--- src/hw/rtl/skt_pkg.sv ---
`timescale 1ns / 1ps
// ----------------------------------------------------------------------------
// skt_pkg: shared types and constants for the sorted key table
// Command codes, default sizes and the per-cell compare flags.
// ----------------------------------------------------------------------------
package skt_pkg;

	// Default capacity and key width
	localparam int ENTRIES_DEF  = 64;
	localparam int KEY_BITS_DEF = 8;

	// Fixed field widths of the command and result ports
	localparam int CMD_W   = 2;
	localparam int KEY_W   = 8;
	localparam int POS_W   = 6;
	localparam int COUNT_W = 7;

	// Command codes
	typedef enum logic [CMD_W-1:0] {
		CMD_LOOKUP = 2'd0,
		CMD_INSERT = 2'd1,
		CMD_NEXT   = 2'd2
	} cmd_t;

	// Compare flags one cell reports for the probed key
	typedef struct packed {
		logic lt;   // valid and stored key below probe
		logic eq;   // valid and stored key equals probe
		logic gt;   // valid and stored key above probe
	} cell_flags_t;

endpackage

--- src/hw/rtl/skt_cell.sv ---
`timescale 1ns / 1ps
// ----------------------------------------------------------------------------
// skt_cell: one slot of the sorted key row
// Holds one key, compares it to the probe key and shifts in its lower
// neighbor's key (or the new key) when an insert lands at or below it.
// ----------------------------------------------------------------------------
module skt_cell import skt_pkg::*; #(
	parameter int KEY_BITS = KEY_BITS_DEF,
	parameter int CNT_W    = 7,
	parameter int INDEX    = 0
) (
	input  logic                clk,
	input  logic                arst_n,
	input  logic                probe_en,
	input  logic [KEY_BITS-1:0] probe_key,
	input  logic [CNT_W-1:0]    count,
	input  logic                shift_en,
	input  logic                prev_lt,
	input  logic [KEY_BITS-1:0] prev_key,
	input  logic [KEY_BITS-1:0] new_key,
	output logic [KEY_BITS-1:0] key_q,
	output cell_flags_t         flags_s1
);

	logic        valid;
	cell_flags_t flags;

	// Slot holds a key when it lies below the fill count
	assign valid = CNT_W'(INDEX) < count;

	always_comb begin
		flags.lt = valid && (key_q < probe_key);
		flags.eq = valid && (key_q == probe_key);
		flags.gt = valid && (key_q > probe_key);
	end

	// Compare flags, captured on the command transfer
	always_ff @(posedge clk or negedge arst_n) begin
		if (!arst_n) begin
			flags_s1 <= '0;
		end else if (probe_en) begin
			flags_s1 <= flags;
		end
	end

	// Insert: the slot at the insert point takes the new key, slots above
	// take their neighbor's key
	always_ff @(posedge clk) begin
		if (shift_en && !flags_s1.lt) begin
			key_q <= prev_lt ? new_key : prev_key;
		end
	end

endmodule

--- src/hw/rtl/sorted_key_table.sv ---
`timescale 1ns / 1ps
// ----------------------------------------------------------------------------
// sorted_key_table: ascending table of unique keys
// Lookup, insert-if-absent and next-larger-key over a row of compare cells.
// ----------------------------------------------------------------------------
// Usage:
//   A command transfers at a rising edge with start high and busy low.
//   The row of cells compares the key against every stored key at that
//   edge; busy is then high for one cycle while the flags are resolved and
//   an insert shifts the upper cells by one slot. The result appears on the
//   result ports for exactly one cycle with done high, registered as the
//   busy state ends, and the next command can transfer in that same cycle.
//   Each command thus passes the registered compare stage and then the
//   resolve/shift state of the cell row.
//   Keys are compared on their low KEY_BITS bits. Inserting an absent key
//   into a full table (ENTRIES keys) is refused and flagged with table_full.
//   Reset clears the fill count and the control state; stored key slots
//   are only read below the fill count and need no clearing.
//   The receiver cannot stall: each result is taken in the cycle it shows.
// ----------------------------------------------------------------------------
module sorted_key_table import skt_pkg::*; #(
	parameter int ENTRIES  = ENTRIES_DEF,
	parameter int KEY_BITS = KEY_BITS_DEF
) (
	input  logic               clk,
	input  logic               arst_n,
	input  logic               start,
	output logic               busy,
	input  logic [CMD_W-1:0]   command,
	input  logic [KEY_W-1:0]   key,
	output logic               done,
	output logic               hit,
	output logic [POS_W-1:0]   position,
	output logic [KEY_W-1:0]   follower_key,
	output logic               follower_valid,
	output logic               table_full,
	output logic [COUNT_W-1:0] entry_count
);

	localparam int IDX_W = (ENTRIES > 1) ? $clog2(ENTRIES) : 1;
	localparam int CNT_W = $clog2(ENTRIES + 1);

	typedef enum logic {
		S_IDLE,
		S_RESOLVE
	} state_t;

	state_t              state_q;
	logic [CMD_W-1:0]    cmd_q;
	logic [KEY_BITS-1:0] key_q;
	logic [CNT_W-1:0]    count_q;

	logic                accept;
	logic [KEY_BITS-1:0] probe_key;
	logic                shift_en;
	logic                is_full;

	logic [KEY_BITS-1:0] cell_key   [ENTRIES];
	cell_flags_t         cell_flags [ENTRIES];

	logic                present;
	logic [IDX_W-1:0]    hit_idx;
	logic [IDX_W-1:0]    ins_idx;
	logic                fol_valid;
	logic [KEY_BITS-1:0] fol_key;

	assign accept    = start && !busy;
	assign busy      = (state_q == S_RESOLVE);
	assign probe_key = KEY_BITS'(key);
	assign is_full   = (count_q == CNT_W'(ENTRIES));
	assign shift_en  = busy && (cmd_q == CMD_INSERT) && !present && !is_full;

	// Row of cells, each fed by its lower neighbor
	for (genvar i = 0; i < ENTRIES; i++) begin : g_cell
		logic                prev_lt;
		logic [KEY_BITS-1:0] prev_key;

		if (i == 0) begin : g_first
			assign prev_lt  = 1'b1;
			assign prev_key = key_q;
		end else begin : g_next
			assign prev_lt  = cell_flags[i-1].lt;
			assign prev_key = cell_key[i-1];
		end

		skt_cell #(
			.KEY_BITS (KEY_BITS),
			.CNT_W    (CNT_W),
			.INDEX    (i)
		) u_cell (
			.clk       (clk),
			.arst_n    (arst_n),
			.probe_en  (accept),
			.probe_key (probe_key),
			.count     (count_q),
			.shift_en  (shift_en),
			.prev_lt   (prev_lt),
			.prev_key  (prev_key),
			.new_key   (key_q),
			.key_q     (cell_key[i]),
			.flags_s1  (cell_flags[i])
		);
	end

	// Resolve the one-hot edges of the flag row: match, insert point,
	// first larger key
	always_comb begin
		logic lt_below;
		logic gt_below;
		present   = 1'b0;
		hit_idx   = '0;
		ins_idx   = '0;
		fol_valid = 1'b0;
		fol_key   = '0;
		for (int i = 0; i < ENTRIES; i++) begin
			lt_below = (i == 0) ? 1'b1 : cell_flags[(i == 0) ? 0 : i-1].lt;
			gt_below = (i == 0) ? 1'b0 : cell_flags[(i == 0) ? 0 : i-1].gt;
			if (cell_flags[i].eq) begin
				present = 1'b1;
				hit_idx = hit_idx | IDX_W'(i);
			end
			if (lt_below && !cell_flags[i].lt) begin
				ins_idx = ins_idx | IDX_W'(i);
			end
			if (cell_flags[i].gt) begin
				fol_valid = 1'b1;
			end
			if (cell_flags[i].gt && !gt_below) begin
				fol_key = fol_key | cell_key[i];
			end
		end
	end

	// Control, fill count and registered result
	always_ff @(posedge clk or negedge arst_n) begin
		if (!arst_n) begin
			state_q        <= S_IDLE;
			cmd_q          <= '0;
			key_q          <= '0;
			count_q        <= '0;
			done           <= 1'b0;
			hit            <= 1'b0;
			position       <= '0;
			follower_key   <= '0;
			follower_valid <= 1'b0;
			table_full     <= 1'b0;
			entry_count    <= '0;
		end else begin
			done <= 1'b0;
			case (state_q)
				S_IDLE: begin
					if (accept) begin
						cmd_q   <= command;
						key_q   <= probe_key;
						state_q <= S_RESOLVE;
					end
				end
				S_RESOLVE: begin
					state_q        <= S_IDLE;
					done           <= 1'b1;
					hit            <= 1'b0;
					position       <= '0;
					follower_key   <= '0;
					follower_valid <= 1'b0;
					table_full     <= 1'b0;
					entry_count    <= COUNT_W'(count_q);
					case (cmd_q)
						CMD_LOOKUP: begin
							hit      <= present;
							position <= present ? POS_W'(hit_idx) : '0;
						end
						CMD_INSERT: begin
							if (present) begin
								hit      <= 1'b1;
								position <= POS_W'(hit_idx);
							end else if (is_full) begin
								table_full <= 1'b1;
							end else begin
								position    <= POS_W'(ins_idx);
								count_q     <= count_q + 1'b1;
								entry_count <= COUNT_W'(count_q + 1'b1);
							end
						end
						CMD_NEXT: begin
							hit            <= present;
							position       <= present ? POS_W'(hit_idx) : '0;
							follower_valid <= fol_valid;
							follower_key   <= KEY_W'(fol_key);
						end
						default: begin
						end
					endcase
				end
				default: begin
					state_q <= S_IDLE;
				end
			endcase
		end
	end

endmodule

--- config.mk ---
export PLATFORM = sky130hd
export DESIGN_NAME = sorted_key_table
export DESIGN_NICKNAME = d
export VERILOG_FILES = /design/src/hw/rtl/skt_pkg.sv /design/src/hw/rtl/skt_cell.sv /design/src/hw/rtl/sorted_key_table.sv
export SDC_FILE = /design/constraint.sdc
export NUM_CORES = 2
export LEC_CHECK = 0
export BUFFER_PORTS_ARGS = -buffer_cell sky130_fd_sc_hd__buf_2
export CORE_ASPECT_RATIO = 1.4
export CORE_UTILIZATION = 40
export DETAILED_ROUTE_END_ITERATION = 10
export GPL_TIMING_DRIVEN = 0
export MAX_ROUTING_LAYER = met4
export PLACE_DENSITY = 0.69
export SLEW_MARGIN = 20
export SYNTH_ARGS = -nofsm -noshare
export SYNTH_HDL_FRONTEND = slang
export SYNTH_SLANG_ARGS = --single-unit
--- constraint.sdc ---
create_clock -name clk -period 3 [get_ports clk]
set_input_delay 0.3 -clock clk [delete_from_list [all_inputs] [get_ports clk]]
set_output_delay 0.3 -clock clk [all_outputs]
set_load 0.02 [all_outputs]
==> results.md <==
* Outcome: finished, violations left
* Violated checks: capacitance limit, slew limit, setup timing
* Clk_skew at 0.0318 ns
* Sw frac at 0.367
* Final hold violation count at 0
* CP max stage cell: or4_4
* MaxCap Viol Count at 3
* Num CTS Buffers at 80
* Initial core utilization at 0.405
* Clock Power Share at 0.347
* TritonCTS clock tree: built
* Post-synth EDFFs at 512
* Combinational fraction of design power at 0.255
* Prevailing post-synth register cell: edfxtp_1
* Count of nets left with antenna violations after detail routing at 0
* Synth top area share at 0.335
* Avg Vias per Cell at 7.13
* Final instance area at 53,300 um2
* Crit end category: flip-flop
* WP data required at 3.41 ns
* RSZ-0062 raised after global routing: yes
* Slew Viols, Final at 27
* Insertion delay to the later sink of the worst-skew pair at 0.72 ns
* Maximum vdd drop at 0.420 mV
* Final GP Congestion at 1.12
* Share of post-route cells with drive strength above 1 at 0.229
* Sum of buffers and inverters on the critical path at 3
* Flop pwr share at 0.398
* Mapped cell area at 45,900 um2
* Final setup fails at 527
* Die Wd at 288 um
* Peak fanout along the critical path at 8
* Most common cell in the netlist: ha_1
* Vias in the first global route at 39,102
* Synth Warn # at 0
* Clock tree buffer depth at 3
* Starting DRT DRC Count at 6,083
* FP Rows at 146
* Syn Inst Count at 4,028
* CP delay by family, top: simple AND/OR/NAND/NOR gates
* #FFs+latches synth at 740
* Commonest cells post-synth: ha_1 (514), edfxtp_1 (512), mux2_2 (441)
* Register area share after synthesis at 0.459
* Leakage Power at 21.2 nW
* DP Area at 48,600 um2
* WS Path Type: flip-flop to flip-flop
* IO Port Bufs at 38
* Max frequency at 0.316 GHz
* Die height at 403 um
* Sw power at 11.7 mW
* All-Layer GR Usage at 0.526
* Worst hold path type: input port to async pin
* Grt ovf at 0
* Number of iterations in the first detailed-routing pass at 8
* Setup TNS at -56.95 ns
* Synth area leaders: edfxtp_1 (33%), ha_1 (14%), dfrtp_1 (12%), mux2_2 (11%), o21ai_0 (3.6%)
* IO Pins at 39
* Internal power at 20.2 mW
* Post-Syn Nets at 4,555
* H-tree Lvls at 3
* Worst-path clk slew at 0.07 ns
* Library cells used by synthesis at 66
* Yosys top cell by area: edfxtp_1
* First-pass GRT wire length at 384 mm
* Final worst slack at -0.167 ns
* Remaining routing DRC violations at 0
* Clk root buf: clkbuf_16
* CP startpoint kind: flip-flop
* Synthesized area per cell at 11.4 um2
* Initial antenna violation count at 46
* Max incr delay on CP at 0.69 ns
* Vias at 41,237
* WP data arrival at 3.58 ns
* Cell-by-cell trace of the critical path: or4_4 -> nor2_4 -> nand4_4 -> or4_4 -> buf_12 -> buf_6 -> nor2_4 -> buf_12
* Tmin final at 3.17 ns
* Area growth syn-to-layout at 16.1%
* Pwr dens at 598 nW/um2
* Period utilization at 1.06
* Relative slew slack at -0.123
* Post-synth ARST share at 0.308
* Wirelength per Cell at 51.7 um
* Die area at 116,000 um2
* WL final at 299 mm
* Num Clock Sinks at 740
* # nets final at 4,719
* Core footprint at 113,000 um2
* DP HPWL at 238 mm
* Worst-Margin Slew at 1.68 ns
* Largest net degree at the start of global routing at 82
[cells in the final DEF (no fill, tap or decap), types with 125 or more instances in the layout]
cell        n
edfxtp_1  512
mux2_2    441
dfrtp_1   211
a21o_1    130
o21ai_0   321
nor2b_1   142
nand2_1   214
nand4_1   179
clkbuf_1  125
a21oi_1   174
ha_1      514
[layer usage]
layer	GRT usage	routed length, um	up-vias
li1	-	-	16027
met1	0.568	102000	20900
met2	0.768	129000	3186
met3	0.140	30000	1124
met4	0.518	37200	0
met5	-	0	-
[stage by stage]
step | total power [mW] | cells | setup WS, ns | utilization | hold WS (ns)
floorplan | 15.5 | 4028 | -0.151 | - | 0.00441
global placement | 19.6 | 5546 | -3.32 | 0.423 | 0.428
detailed placement | 19.9 | 5567 | -1.46 | 0.428 | 0.237
CTS | 31.2 | 5751 | -0.237 | 0.469 | 0.0871
global route | 32.0 | 5778 | -0.165 | 0.470 | 0.122
finish | 31.9 | 5784 | -0.167 | 0.470 | 0.0805
[flip-flops by register name, summed over array words and instances (netlist names), 2 cells and up]
register and flops:
position 6, follower_key 8, g_cell.u_cell.flags_s1 192, g_cell.prev_key 8, cmd_q 2, g_cell.u_cell.key_q 512
count_q 7
[power by group through the flow]
stage,combinational (mW),clock (mW),sequential [mW]
3_3_place_gp,6.86,0,12.8
2_1_floorplan,3.31,0,12.2
4_1_cts,7.66,10.9,12.6
5_1_grt,8.10,11.2,12.6
3_5_place_dp,7.10,0,12.8
6_report,8.14,11.1,12.7
[worst paths after layout]
kind / slack (ns) / cells past startpoint / start / endpoint
worst max-delay path: -0.17 / 8 / g_cell[49].u_cell.flags_s1[1]$_DFFE_PN0P_ / g_cell[23].u_cell.key_q[4]$_DFFE_PP_
worst min-delay path: 0.08 / 2 / arst_n / count_q[0]$_DFFE_PN0P_
worst max register to register: -0.17 / 8 / g_cell[49].u_cell.flags_s1[1]$_DFFE_PN0P_ / g_cell[23].u_cell.key_q[4]$_DFFE_PP_
worst min register to register: 0.45 / 0 / g_cell[0].prev_key[4]$_DFFE_PN0P_ / g_cell[0].u_cell.key_q[4]$_DFFE_PP_
max in group asynchronous: 1.72 / 4 / arst_n / g_cell[39].u_cell.flags_s1[0]$_DFFE_PN0P_
min in group clk: 0.23 / 3 / key[6] / g_cell[0].prev_key[6]$_DFFE_PN0P_
[final cells by class]
class                           count  area [um2]
Multi-Input combinational cell   2932       24500
Clock inverter                     39         523
Timing Repair Buffer              104        1370
Clock buffer                      111        2260
Sequential cell                   740       21100
Fill cell                       10527       60100
Tap cell                         1480        1850
Antenna cell                       44         110
Buffer                            221        1110
Inverter                          113         459
[cells by family after synthesis]
group | after synthesis | share of synthesized area
buf+inv | 356 | 0.0297
compound gates | 1047 | 0.152
simple gates | 922 | 0.109
mux | 443 | 0.109
xor+xnor | 6 | 0.00114
fa+ha+maj | 514 | 0.140
flops | 740 | 0.459
[worst register-to-register path, delay by kind of cell, from the launching register on]
kind	cells	cell delay, ns
flip-flops	1	0.56
AND/OR/NAND/NOR	5	1.70
buffers and inverters	3	0.59
[timing repair]
item                                    4_1_cts  5_1_grt
endpoints found under the setup margin      738      514
setup buffers                                35        3
pin swaps                                    49       48
endpoints found under the hold margin       149        0
resized for setup                           292       49
hold buffers                                  3        0
gates cloned                                  8        0
(Power assumes the default switching activity.)
